<file path="src/sv/cpss_pkg.sv">
// Shared types, register codes and segment tables for the charlieplexed segment scanner.
package cpss_pkg;

    localparam int CFG_INDEX_W = 3;
    localparam int CFG_DATA_W  = 16;
    localparam int PAIR_W      = 6;
    localparam int PIN_W       = 3;
    localparam int GLYPH_W     = 7;
    localparam int NUM_CAND    = 18;
    localparam int CAND_W      = 5;

    localparam logic [CFG_INDEX_W-1:0] REG_LETTER_MODE   = 3'd0;
    localparam logic [CFG_INDEX_W-1:0] REG_SHOWN_VALUE   = 3'd1;
    localparam logic [CFG_INDEX_W-1:0] REG_TENS_CHAR     = 3'd2;
    localparam logic [CFG_INDEX_W-1:0] REG_UNITS_CHAR    = 3'd3;
    localparam logic [CFG_INDEX_W-1:0] REG_SHOW_PERCENT  = 3'd4;
    localparam logic [CFG_INDEX_W-1:0] REG_SHOW_BATTERY  = 3'd5;
    localparam logic [CFG_INDEX_W-1:0] REG_INVERT_ENABLE = 3'd6;
    localparam logic [CFG_INDEX_W-1:0] REG_INVERT_INTERVAL = 3'd7;

    localparam logic [6:0] SHOWN_MAX     = 7'd100;
    localparam logic [7:0] CHAR_SPACE    = 8'd32;
    localparam logic [7:0] CASE_OFFSET   = 8'd32;
    localparam logic [14:0] DIV10_MUL    = 15'd205;
    localparam int DIV10_SHIFT           = 11;
    localparam logic [PIN_W-1:0] MAX_PIN = 3'd4;

    typedef enum logic [1:0] {
        ST_IDLE,
        ST_LOAD,
        ST_FILL
    } t_state;

    function automatic logic [GLYPH_W-1:0] numeral_glyph(input logic [3:0] d);
        logic [GLYPH_W-1:0] g;
        case (d)
            4'd0:    g = 7'h3F;
            4'd1:    g = 7'h06;
            4'd2:    g = 7'h5B;
            4'd3:    g = 7'h4F;
            4'd4:    g = 7'h66;
            4'd5:    g = 7'h6D;
            4'd6:    g = 7'h7D;
            4'd7:    g = 7'h07;
            4'd8:    g = 7'h7F;
            4'd9:    g = 7'h6F;
            default: g = 7'h00;
        endcase
        return g;
    endfunction

    function automatic logic [GLYPH_W-1:0] glyph_of(input logic [7:0] ch);
        logic [7:0] up;
        logic [GLYPH_W-1:0] g;
        up = ch;
        if (ch >= "a" && ch <= "z") begin
            up = ch - CASE_OFFSET;
        end
        if (up >= "0" && up <= "9") begin
            g = numeral_glyph(4'(up - "0"));
        end else begin
            case (up)
                "A":     g = 7'h77;
                "B":     g = 7'h7C;
                "C":     g = 7'h39;
                "D":     g = 7'h5E;
                "E":     g = 7'h79;
                "F":     g = 7'h71;
                "G":     g = 7'h7D;
                "H":     g = 7'h76;
                "I":     g = 7'h06;
                "J":     g = 7'h04;
                "L":     g = 7'h38;
                "N":     g = 7'h55;
                "O":     g = 7'h3F;
                "P":     g = 7'h73;
                "Q":     g = 7'h77;
                "R":     g = 7'h50;
                "S":     g = 7'h6D;
                "T":     g = 7'h78;
                "U":     g = 7'h3E;
                "Y":     g = 7'h6E;
                "-":     g = 7'h40;
                "_":     g = 7'h08;
                default: g = 7'h00;
            endcase
        end
        return g;
    endfunction

    // Pin pair of each candidate slot, written in octal as {first pin, second pin}.
    function automatic logic [PAIR_W-1:0] cand_pair(input logic [CAND_W-1:0] c);
        logic [PAIR_W-1:0] p;
        case (c)
            5'd0:    p = 6'o32;
            5'd1:    p = 6'o31;
            5'd2:    p = 6'o21;
            5'd3:    p = 6'o12;
            5'd4:    p = 6'o23;
            5'd5:    p = 6'o13;
            5'd6:    p = 6'o14;
            5'd7:    p = 6'o24;
            5'd8:    p = 6'o34;
            5'd9:    p = 6'o10;
            5'd10:   p = 6'o01;
            5'd11:   p = 6'o20;
            5'd12:   p = 6'o02;
            5'd13:   p = 6'o30;
            5'd14:   p = 6'o03;
            5'd15:   p = 6'o04;
            5'd16:   p = 6'o42;
            5'd17:   p = 6'o40;
            default: p = 6'o00;
        endcase
        return p;
    endfunction

endpackage

</file>
<file path="src/sv/charlieplex_segment_scanner_core.sv">
// Top level of the charlieplexed segment scanner: configuration, segment list and tick path.
// Each accepted tick is registered, then the pin pair of the next lit segment is registered
// as the result. One tick is taken per clock cycle unless a rebuild or stalled result
// holds the input, limited only by the list read and the 32-bit elapsed-time compare. A
// configuration write starts a list rebuild (one load state, then one fill step per candidate
// segment) that stalls the input. With an empty list a tick is consumed without a result.
module charlieplex_segment_scanner_core #(
    parameter int MAX_SEGMENTS = 16
) (
    input  logic                          i_clk,
    input  logic                          i_rst_n,
    input  logic                          i_in_valid,
    output logic                          o_in_stall,
    input  logic [31:0]                   i_now_ms,
    output logic                          o_out_valid,
    input  logic                          i_out_stall,
    output logic [cpss_pkg::PIN_W-1:0]    o_high_pin,
    output logic [cpss_pkg::PIN_W-1:0]    o_low_pin,
    input  logic                          i_cfg_valid,
    output logic                          o_cfg_ready,
    input  logic [cpss_pkg::CFG_INDEX_W-1:0] i_cfg_index,
    input  logic [cpss_pkg::CFG_DATA_W-1:0]  i_cfg_data
);
    import cpss_pkg::*;

    localparam int IDX_W = $clog2(MAX_SEGMENTS);
    localparam int CNT_W = $clog2(MAX_SEGMENTS + 1);

    logic                   r_letter_mode;
    logic [6:0]             r_shown_value;
    logic [7:0]             r_tens_char;
    logic [7:0]             r_units_char;
    logic                   r_show_percent;
    logic                   r_show_battery;
    logic                   r_invert_enable;
    logic [15:0]            r_invert_interval;

    t_state                 r_state;
    t_state                 n_state;
    logic                   s_busy;
    logic                   s_load;
    logic                   s_fill;

    logic [NUM_CAND-1:0]    r_mask;
    logic [CAND_W-1:0]      r_cand;
    logic [PAIR_W-1:0]      r_list [MAX_SEGMENTS];
    logic [CNT_W-1:0]       r_count;
    logic [IDX_W-1:0]       r_scan;
    logic                   r_polarity;
    logic [31:0]            r_last_toggle;

    logic                   r_in_valid;
    logic [31:0]            r_now;
    logic                   r_out_valid;
    logic [PIN_W-1:0]       r_high_pin;
    logic [PIN_W-1:0]       r_low_pin;

    logic                   cfg_write;
    logic [6:0]             cfg_value_sat;
    logic [14:0]            div_prod;
    logic [3:0]             tens_digit;
    logic [3:0]             units_digit;
    logic                   hundred;
    logic [GLYPH_W-1:0]     tens_glyph;
    logic [GLYPH_W-1:0]     units_glyph;
    logic [NUM_CAND-1:0]    mask_calc;

    logic                   in_take;
    logic                   advance;
    logic                   has_seg;
    logic [31:0]            elapsed;
    logic                   toggle;
    logic                   n_polarity;
    logic [IDX_W-1:0]       n_scan;

    assign o_cfg_ready = 1'b1;
    assign cfg_write   = i_cfg_valid & o_cfg_ready;
    assign cfg_value_sat = (i_cfg_data[6:0] > SHOWN_MAX) ? SHOWN_MAX : i_cfg_data[6:0];

    always_ff @(posedge i_clk) begin
        if (!i_rst_n) begin
            r_letter_mode     <= 1'b0;
            r_shown_value     <= 7'd0;
            r_tens_char       <= CHAR_SPACE;
            r_units_char      <= CHAR_SPACE;
            r_show_percent    <= 1'b0;
            r_show_battery    <= 1'b0;
            r_invert_enable   <= 1'b0;
            r_invert_interval <= 16'd0;
        end else if (cfg_write) begin
            unique case (i_cfg_index)
                REG_LETTER_MODE:     r_letter_mode     <= i_cfg_data[0];
                REG_SHOWN_VALUE:     r_shown_value     <= cfg_value_sat;
                REG_TENS_CHAR:       r_tens_char       <= i_cfg_data[7:0];
                REG_UNITS_CHAR:      r_units_char      <= i_cfg_data[7:0];
                REG_SHOW_PERCENT:    r_show_percent    <= i_cfg_data[0];
                REG_SHOW_BATTERY:    r_show_battery    <= i_cfg_data[0];
                REG_INVERT_ENABLE:   r_invert_enable   <= i_cfg_data[0];
                REG_INVERT_INTERVAL: r_invert_interval <= i_cfg_data[15:0];
                default: ;
            endcase
        end
    end

    always_comb begin
        n_state = r_state;
        if (cfg_write) begin
            n_state = ST_LOAD;
        end else begin
            unique case (r_state)
                ST_IDLE: n_state = ST_IDLE;
                ST_LOAD: n_state = ST_FILL;
                ST_FILL: n_state = (r_cand == CAND_W'(NUM_CAND - 1)) ? ST_IDLE : ST_FILL;
                default: n_state = ST_IDLE;
            endcase
        end
    end

    always_comb begin
        s_busy = 1'b1;
        s_load = 1'b0;
        s_fill = 1'b0;
        unique case (r_state)
            ST_IDLE: s_busy = 1'b0;
            ST_LOAD: s_load = 1'b1;
            ST_FILL: s_fill = 1'b1;
            default: s_busy = 1'b1;
        endcase
    end

    always_ff @(posedge i_clk) begin
        if (!i_rst_n) begin
            r_state <= ST_IDLE;
        end else begin
            r_state <= n_state;
        end
    end

    // Decimal digits of the shown value by reciprocal multiplication, exact for 0..100.
    always_comb begin
        div_prod    = 15'(r_shown_value) * DIV10_MUL;
        tens_digit  = 4'(div_prod >> DIV10_SHIFT);
        units_digit = 4'(r_shown_value - 7'(tens_digit) * 7'd10);
        if (r_letter_mode) begin
            hundred     = (r_tens_char == "1") && (r_units_char == "0");
            tens_glyph  = glyph_of(r_tens_char);
            units_glyph = glyph_of(r_units_char);
        end else begin
            hundred     = (r_shown_value == SHOWN_MAX);
            tens_glyph  = numeral_glyph(tens_digit);
            units_glyph = numeral_glyph(units_digit);
        end
        if (hundred) begin
            tens_glyph  = numeral_glyph(4'd0);
            units_glyph = numeral_glyph(4'd0);
        end
        mask_calc = {r_show_battery, r_show_percent, units_glyph, tens_glyph,
                     hundred, hundred};
    end

    always_ff @(posedge i_clk) begin
        if (s_load) begin
            r_mask <= mask_calc;
            r_cand <= '0;
        end else if (s_fill) begin
            r_cand <= r_cand + 1'b1;
        end
    end

    always_ff @(posedge i_clk) begin
        if (s_fill && r_mask[r_cand] && (r_count < CNT_W'(MAX_SEGMENTS))) begin
            r_list[r_count[IDX_W-1:0]] <= cand_pair(r_cand);
        end
    end

    assign advance    = r_in_valid & ~s_busy & (~r_out_valid | ~i_out_stall);
    assign o_in_stall = s_busy | (r_in_valid & ~advance);
    assign in_take    = i_in_valid & ~o_in_stall;

    assign has_seg    = (r_count != '0);
    assign elapsed    = r_now - r_last_toggle;
    assign toggle     = r_invert_enable & (elapsed > {16'd0, r_invert_interval});
    assign n_polarity = r_polarity ^ toggle;
    assign n_scan     = ((CNT_W'(r_scan) + 1'b1) == r_count) ? '0 : r_scan + 1'b1;

    always_ff @(posedge i_clk) begin
        if (!i_rst_n) begin
            r_count       <= '0;
            r_scan        <= '0;
            r_polarity    <= 1'b0;
            r_last_toggle <= 32'd0;
        end else if (s_load) begin
            r_count <= '0;
            r_scan  <= '0;
        end else if (s_fill) begin
            if (r_mask[r_cand] && (r_count < CNT_W'(MAX_SEGMENTS))) begin
                r_count <= r_count + 1'b1;
            end
        end else if (advance && has_seg) begin
            r_scan     <= n_scan;
            r_polarity <= n_polarity;
            if (toggle) begin
                r_last_toggle <= r_now;
            end
        end
    end

    always_ff @(posedge i_clk) begin
        if (!i_rst_n) begin
            r_in_valid  <= 1'b0;
            r_out_valid <= 1'b0;
        end else begin
            if (in_take) begin
                r_in_valid <= 1'b1;
            end else if (advance) begin
                r_in_valid <= 1'b0;
            end
            if (advance && has_seg) begin
                r_out_valid <= 1'b1;
            end else if (!i_out_stall) begin
                r_out_valid <= 1'b0;
            end
        end
    end

    always_ff @(posedge i_clk) begin
        if (in_take) begin
            r_now <= i_now_ms;
        end
        if (advance && has_seg) begin
            r_high_pin <= n_polarity ? r_list[r_scan][PIN_W-1:0]
                                     : r_list[r_scan][PAIR_W-1:PIN_W];
            r_low_pin  <= n_polarity ? r_list[r_scan][PAIR_W-1:PIN_W]
                                     : r_list[r_scan][PIN_W-1:0];
        end
    end

    assign o_out_valid = r_out_valid;
    assign o_high_pin  = r_high_pin;
    assign o_low_pin   = r_low_pin;

endmodule

</file>
<file path="config.mk">
export PLATFORM = sky130hd
export DESIGN_NAME = charlieplex_segment_scanner_core
export DESIGN_NICKNAME = d
export VERILOG_FILES = /design/src/sv/cpss_pkg.sv /design/src/sv/charlieplex_segment_scanner_core.sv
export SDC_FILE = /design/constraint.sdc
export NUM_CORES = 1
export LEC_CHECK = 0
export BUFFER_PORTS_ARGS = -buffer_cell sky130_fd_sc_hd__buf_2
export CORE_ASPECT_RATIO = 1.75
export CORE_MARGIN = 2
export CORE_UTILIZATION = 59
export CTS_CLUSTER_SIZE = 8
export DETAILED_ROUTE_END_ITERATION = 12
export PLACE_DENSITY_LB_ADDON = 0.25
export SYNTH_ARGS = -nofsm -noshare
export SYNTH_HDL_FRONTEND = slang
export SYNTH_SLANG_ARGS = --single-unit
</file>
<file path="constraint.sdc">
create_clock -name i_clk -period 6.1 [get_ports i_clk]
set_clock_uncertainty 0.2 [all_clocks]
set_input_delay 1.83 -clock i_clk [delete_from_list [all_inputs] [get_ports i_clk]]
set_output_delay 1.83 -clock i_clk [all_outputs]
set_load 0.02 [all_outputs]
</file>
==> results by stage, run 1 <==
Critical path:
- The source of the worst register-to-register timing path is r_shown_value[3].
- The arrival time of data at the critical path endpoint is around 5.8 ns.
- The maximum fanout encountered on the critical timing path is 9.
- STA classifies the critical path startpoint as a flop.
- The critical path is of the flop to flop type.
- The highest cell delay on the worst timing path is ~0.6 ns.
- The combined buffer and inverter count along the critical path is 4.
- The worst setup path is captured at a flop.
- The required time of the critical path is approximately 6.2 ns.
- The kind of cell adding the most delay to the critical path is adder cells.
- The largest individual stage delay along the critical path comes from the cell xnor3_1.
- Traced cell by cell, the critical path runs through inv_1 > ha_1 > inv_1 > ha_1 > inv_1 > fa_1 > fa_1 > inv_1 > ha_1 > a31o_2 > a21oi_1 > o21ai_0 > a21oi_1 > xor2_1 > xnor3_1 > nor2_1 > a21oi_1 > a22oi_1 > a21oi_1.
- In this run the worst setup path begins at r_shown_value[3].

Route:
- Using the TritonRoute via totals, the vias-per-cell ratio works out to between 6 and 7.
- The post-detailed-route count of antenna-violating nets is 0.
- The DRC violation count after routing is 0.
- The met1 layer wirelength in the final routing is ~13 mm.
- Summed over all nets, wire length on met2 after detailed routing comes to approximately 20 mm.
- The highest layer touched by signal routing is met4.
- The first detailed-routing pass took 5 iterations.
- The violation count after the first detailed-routing iteration is between 700 and 800.
- After detailed routing, the met3 layer carries 1.27 mm of wire.
- The post-detailed-route wirelength per cell is 18.7 µm.
- The via count is about 11000.
- The aggregate routed wire length is ~35 mm.

Power:
- In this run the static leakage power is a little over 6 nW.
- The reported net switching power is between 1 and 1.5 mW.
- Net switching is 24.2% of the power.
- Across the VDD grid, the largest voltage drop is between 200 and 250 µV.
- Combinational cells account for 8.8% of the total power.
- The sequential cell fraction of total power is between 40% and 50%.
- Power spread over the standard cell area amounts to between 200 and 250 nW/µm².
- The internal power of the cells is about 3.1 mW.
- The clock network is responsible for a little under half of the overall power.

Synth:
- Counting every instance in the synthesized netlist gives between 1500 and 2000.
- In the post-synthesis netlist, the biggest area contributors are edfxtp_1 (30%), dfxtp_1 (14%), ha_1 (10%), nand2_1 (5.5%), mux4_2 (4.9%).
- The mapped netlist covers ~15000 µm².
- Yosys instantiated no cell more often than nand2_1.
- For this run, the register share of the synthesized area comes to a little over two fifths.
- The count of different cell masters after synthesis is 80.
- The total nets after synthesis is 1709.
- The cell accounting for the most synthesized area is edfxtp_1.
- The number of enable-type register cells in the synthesized netlist is ~150.
- Counting flops and latches in the post-synthesis netlist gives approximately 260.
- The proportion of register bits with asynchronous set or reset after synthesis is 0%.
- Among all flip-flop cells after synthesis, the most frequent one is edfxtp_1.
- By count the netlist is led by nand2_1 (221), edfxtp_1 (151), ha_1 (124).
- Yosys printed 0 warnings.
- The synthesized design devotes to its leading area cell type between 20 and 30% of total area.
- The average cell area after synthesis is 10.0 µm².

Clock network:
- The number of gates given a new drive strength after cts is 0.
- The maximum clock path buffer count is 3.
- Once the clock tree was built, the setup fixing pass inserted 0 buffers.
- Hold repair after CTS inserted 0 buffers.
- The H-tree generated during clock tree synthesis spans 2 levels.
- The TritonCTS clock tree is built.
- Clock tree synthesis selected as its root buffer the cell clkbuf_16.
- Clock tree synthesis found a total of around 260 sinks.
- The clock transition time at the flip-flop clock pins of the worst setup and hold paths is 0.06 ns.
- TritonCTS created 37 clock buffers.
- The clock latency on the worst-skew pair is between 0.5 and 0.6 ns.

Flow run:
- Across the run, the number of max-cap violations was 0.

STA:
- The count of endpoints failing setup in the final report is 0.
- The final worst-path setup slack is about 0.43 ns.
- The hold slack is between 0.2 and 0.3 ns.
- Of the available clock period, the critical path in the final layout requires between 90% and 100%.
- The measured slew at the worst slew-check pin is around 1.2 ns.
- Setup repair after global routing left no endpoint under its margin.
- Summed over all failing endpoints, the final setup total negative slack is 0 ns.
- The worst pin sits at a relative slew slack of 20.4%.
- The number of slew-limit violations in the final report is 0.
- The hold violation total from the final report was 0.
- Subtracting the final worst setup slack from the clock period gives approximately 5.7 ns.
- Based on the critical path, the design can be clocked at up to between 150 and 200 MHz.

Placed design:
- Detailed placement finished with a half-perimeter wire length of roughly 26 mm.
- In this run the tool buffered the top-level ports with 63 buffer cells.
- Before CTS, the worst setup slack after placement is slightly above 0.5 ns.
- Including well taps, the total number of placed cells is around 1800.
- The total cell area at the placement stage is ~16000 µm².
- The placer congestion estimate is 1.01.

Finish:
- From synthesis to final layout, the design area changed by 10.3%.
- The area of all placed cells without fillers is around 17000 µm².
- The number of antenna diodes in the final layout is 0.
- The share of final-layout standard cells stronger than drive strength 1 is 10.6%.
- The final layout contains ~1700 nets.
- Leaving out filler cells and counting taps, the final layout contains about 1900.

Global routing:
- Entering global routing, the biggest net connects 70 pins.
- The first-pass GRT wire length is 57.0 mm.
- The overall global routing resource usage is a little over a quarter.
- The number of global-route vias before repair is 11600.
- The initial antenna violation count is 0.
- The total congestion overflow after global routing is 0.

Run status:
- The flow ran to the end, and the final reports show no timing, DRC or antenna violations.

Die:
- The floorplan die area is ~27000 µm².
- From left edge to right edge, the die measures around 130 µm.
- After floorplanning, the core was divided into just under 80 placement rows.
- The core outline area is around 25000 µm².
- The floorplan step set the die height to around 220 µm.
- The initial core utilization is between 50% and 60%.
- 65 I/O pins were placed.

Worst hold path:
- The startpoint of the tightest hold check path is r_last_toggle[9].
- The worst hold path belongs to the class flop to flop.
layout make-up:
type | count | area [µm²]
Clock buffer | 63 | 1020
Clock inverter | 3 | 66.3
Fill cell | 2025 | 8570
Tap cell | 316 | 395
Timing Repair Buffer | 72 | 385
Inverter | 113 | 424
Multi-Input combinational cell | 1077 | 7860
Sequential cell | 255 | 6620
cells by family (layout without fill, tap and decap cells):
kind of cell             Yosys count  in the layout  share of synthesized area [%]
AND/OR/NAND/NOR                  465            465                           13.8
flip-flops                       255            255                           43.5
adder cells (fa/ha/maj)          134            134                           11.5
buffers and inverters            187            251                           4.83
multiplexers                      84             84                           8.31
XOR/XNOR                          48             48                           2.98
other                              1              1                         0.0247
AO/OA/AOI/OAI                    345            345                           15.1
power groups by stage:
stage | sequential [mW] | clock [mW] | combinational (mW)
floorplan | 1.90 | 0 | 0.264
global placement | 1.91 | 0 | 0.350
detailed placement | 1.91 | 0 | 0.357
CTS | 1.88 | 1.94 | 0.362
global route | 1.88 | 2.00 | 0.407
finish | 1.88 | 1.90 | 0.364
per-stage QoR:
stage,util [%],total power [mW]
final,66.2,4.15
after global routing,66.2,4.29
after CTS,66.2,4.18
after detailed placement,61.9,2.27
after global placement,61.9,2.26
after floorplan,-,2.16
metal layers:
metal | global-route usage (%) | up-vias
met5 | 0 | -
met1 | 27.2 | 5522
met2 | 50.7 | 302
met4 | 13.0 | 0
met3 | 3.16 | 100
li1 | - | 5543
registers in the layout (all words and copies together) (netlist names), 4 cells and up, named ones only:
signal             cells
r_mask                17
r_list                96
r_invert_interval     16
r_tens_char            8
r_units_char           8
r_now                 32
r_cand                 5
r_last_toggle         32
r_count                5
r_shown_value          7
r_scan                 4
cell usage in the layout (no fill, tap or decap), types with 21 or more instances in the layout:
cell,synthesis,final
a21boi_0,37,37
a21o_1,21,21
a21oi_1,88,88
a31oi_1,21,21
buf_2,5,62
clkbuf_1,57,26
clkbuf_16,0,37
dfxtp_1,104,104
edfxtp_1,151,151
ha_1,124,124
inv_1,111,111
mux2i_1,44,44
mux4_2,33,33
nand2_1,221,221
nand3_1,27,27
nor2_1,95,95
nor2b_1,24,24
nor3_1,21,21
o21ai_0,74,74
xnor2_1,23,23
xor2_1,23,23
worst register-to-register path, delay by kind of cell (launching register included):
kind | cells | cell delay, ns
adder cells (fa/ha/maj) | 5 | 1.75
AO/OA/AOI/OAI | 7 | 1.31
XOR/XNOR | 2 | 1.16
flip-flops | 1 | 0.56
buffers and inverters | 4 | 0.25
AND/OR/NAND/NOR | 1 | 0.18
final timing paths:
check	endpoint	slack, ns	cells past startpoint
max	r_mask[9]	0.43	19
min	r_last_toggle[9]	0.26	2
max reg2reg	r_mask[9]	0.43	19
min reg2reg	r_last_toggle[9]	0.26	2
Power figures use the tool's default switching activity.
==> run 2: changes to the inputs <==
- CTS_BUF_LIST: unset -> sky130_fd_sc_hd__clkbuf_8
==> run 2 against run 1 <==
Wire length shrank 1.0%. Final area shrank 1.9%. Highest routed layer unchanged. Count of clock-buffer cells in the layout shrank 21. Sequential power is essentially flat. Critical path type unchanged. Largest cell class unchanged.
==> results by stage, run 2 (same netlist as run 1, synthesis figures left out) <==
Run status:
- The flow ran to the end, and the final reports show no timing, DRC or antenna violations.

Power:
- The worst-case vdd ir drop is 155 µV (-23%).
- The proportion of total power due to net switching is 25.4% (+1.2 points).
- The sequential cell fraction of total power was 51.4% (+6.1 points).
- The leakage dissipation is 6.10 nW (-0.49%).
- The logic gate share of total power came to 10.0% (+1.2 points).
- The total power divided by cell area is 222 nW/µm² (-10%).
- The portion of total power attributed to the clock network came to 38.6% (-7.3 points).
- The reported net switching power is 0.927 mW (-7.6%).
- The internal power of the cells came to 2.72 mW (-13%).

Global routing:
- The global-route track usage on met1 came to 27.1% (-0.12 points).
- The initial antenna violation count came to 1 (+1).
- The number of global-route vias before repair is 11400 (-1.1%).
- The first-pass GRT wire length was 56.2 mm (-1.4%).
- The overall global routing resource usage is 25.7% (-0.44 points).
- The maximum number of pins on one net before global-route repair is 70 (unchanged).
- The met2 layer usage reported by global route is 49.6% (-1.1 points).
- The total congestion overflow after global routing is 0 (unchanged).
- The layer flagged by global routing as most heavily used is met2.
- The met3 usage in global routing came to 3.09% (-0.074 points).

Die:
- The initial core utilization is 60.0% (unchanged).
- The horizontal die dimension is 125 µm (unchanged).
- The floorplan die area came to 27100 µm² (unchanged).
- The count of standard-cell rows is 77 (unchanged).
- The height of the die is 216 µm (unchanged).
- The count of pins on the block boundary is 65 (unchanged).
- The core outline area came to 25300 µm² (unchanged).

STA:
- The ratio of final minimum period to clock period was 93.0% (about the same).
- The number of slew-limit violations in the final report is 0 (unchanged).
- The hold violation total from the final report is 0 (unchanged).
- The highest attainable clock frequency is 176 MHz (about the same).
- The setup TNS after final layout is 0 ns (unchanged).
- Setup repair after global routing left no endpoint under its margin.
- The measured slew at the worst slew-check pin is 1.18 ns (-0.0161 ns).
- The count of endpoints failing setup in the final report is 0 (unchanged).
- The shortest clock period the worst path allows after layout was 5.67 ns (+0.00553 ns).
- The worst slew margin relative to its limit was 21.5% (+1.1 points).

Critical path:
- The maximum fanout encountered on the critical timing path is 9 (unchanged).
- The worst setup path is launched from a flop.
- The highest cell delay on the worst timing path is 0.58 ns (about the same).
- The combined buffer and inverter count along the critical path is 4 (unchanged).
- The arrival time of data at the critical path endpoint is 5.77 ns (+0.02 ns).
- The largest individual stage delay along the critical path comes from the cell xor2_1.
- The required time of the critical path is 6.20 ns (+0.02 ns).
- Traced cell by cell, the critical path runs through inv_1 > ha_1 > inv_1 > ha_1 > inv_1 > fa_1 > fa_1 > inv_1 > ha_1 > a31o_2 > a21oi_1 > o21ai_0 > a21oi_1 > xor2_1 > xnor3_1 > nor2_1 > a21oi_1 > a22oi_1 > a21oi_1.
- The critical path class is flop to flop.
- The endpoint class of the critical path is a flop.
- The kind of cell adding the most delay to the critical path is adder cells.

Clock network:
- The maximum clock path buffer count is 3 (unchanged).
- The number of buffers inserted by hold repair at cts was 0 (unchanged).
- The TritonCTS clock tree is built.
- The number of clock sinks is 255 (unchanged).
- The clock latency on the worst-skew pair came to 0.58 ns (+0.04 ns).
- The clock tree root buffer cell is clkbuf_8.
- The number of CTS-inserted buffers is 40 (+8.1%).
- The buffers inserted during post-CTS setup optimization is 0 (unchanged).
- The number of gates given a new drive strength after cts was 0 (unchanged).
- The H-tree depth reported by CTS is 2 (unchanged).
- The clock transition time at the flip-flop clock pins of the worst setup and hold paths is 0.07 ns (about the same).

Worst hold path:
- The worst hold path belongs to the class flop to flop.

Placed design:
- The total cell area at the placement stage is 15700 µm² (unchanged).
- The placer congestion estimate is 1.01 (unchanged).
- The number of port buffers came to 63 (unchanged).
- The final HPWL from detailed placement is 25.7 mm (unchanged).

Route:
- The via count is 11500 (+0.19%).
- The aggregate routed wire length is 35.1 mm (-1.0%).
- The post-detailed-route count of antenna-violating nets came to 0 (unchanged).
- The post-detailed-route wirelength per cell is 18.4 µm (-1.5%).
- The violation count after the first detailed-routing iteration is 852 (+6.8%).
- The detailed-route vias per instance is 6.02 (-0.28%).
- The DRC violation count after routing came to 0 (unchanged).
- The number of optimization iterations in the first detailed-route pass is 6 (+1).

Finish:
- The library cell used most frequently in the layout, excluding fill and tap cells, is nand2_1.
- The area of all placed cells without fillers is 16400 µm² (-1.9%).
- The fill cell total of the finished layout is 2061 (+1.8%).
- The footprint of the flip-flops and latches is 6620 µm² (unchanged).
- The number of flip-flops under the largest register name was 96 (unchanged).
- The share of final-layout standard cells stronger than drive strength 1 is 11.1% (+0.51 points).
- Compared with the post-synthesis result, the final layout area differs by 8.21%.
- The library cells used most frequently in the layout, excluding fill and tap cells, are nand2_1 (221), edfxtp_1 (151), inv_1 (136).
- The count of nets after finishing is 1749 (+0.17%).
- The footprint of the multi-input gates is 7860 µm² (unchanged).

Flow run:
- The max-cap check violation count is 0 (unchanged).
-- run 2: worst min-delay path: stages, from the launching register on --
cell	delay [ns]
dfxtp_1	0.31
nand2_1	0.05
mux2i_1	0.05
-- run 2: power by group through the flow --
stage	Clock (mW)	Sequential, mW	Combinational, mW
floorplan	0	1.90	0.264
finish	1.41	1.88	0.364
detailed placement	0	1.91	0.357
CTS	1.44	1.88	0.361
global route	1.50	1.88	0.405
global placement	0	1.91	0.350
-- run 2: cell type report --
cell class / instances / share of cell area (%)
antenna: 1 / 0.0152
clock buffer: 42 / 3.51
clock inverter: 32 / 1.16
inverter: 113 / 2.58
multi-input combinational: 1077 / 47.8
sequential: 255 / 40.2
tap: 316 / 2.40
timing repair buffer: 72 / 2.34
-- run 2: path summary, 6_finish.rpt --
check                       to  slack (ns)  cells past startpoint         startpoint
max reg2reg          r_mask[9]        0.43                     19   r_shown_value[3]
min          r_last_toggle[10]        0.26                      2  r_last_toggle[10]
min reg2reg  r_last_toggle[10]        0.26                      2  r_last_toggle[10]
max                  r_mask[9]        0.43                     19   r_shown_value[3]
-- run 2: through the flow --
stage                     setup slack [ns]  std cells  hold WS (ns)  power, mW  utilization, %
after global routing                0.0959       1908         0.282       3.78            64.9
after global placement               0.641       1833         0.241       2.26            61.9
after detailed placement             0.512       1833         0.252       2.27            61.9
final                                0.429       1908         0.259       3.65            64.9
after floorplan                       1.10       1519         0.208       2.16               -
after CTS                            0.476       1907         0.260       3.68            64.9
-- run 2: routing by layer --
metal  wire length, µm  part of all wire, %
met1             13000                   37
met3              1370                  3.9
met5                 0                    0
met4              1590                  4.5
met2             19100                   55
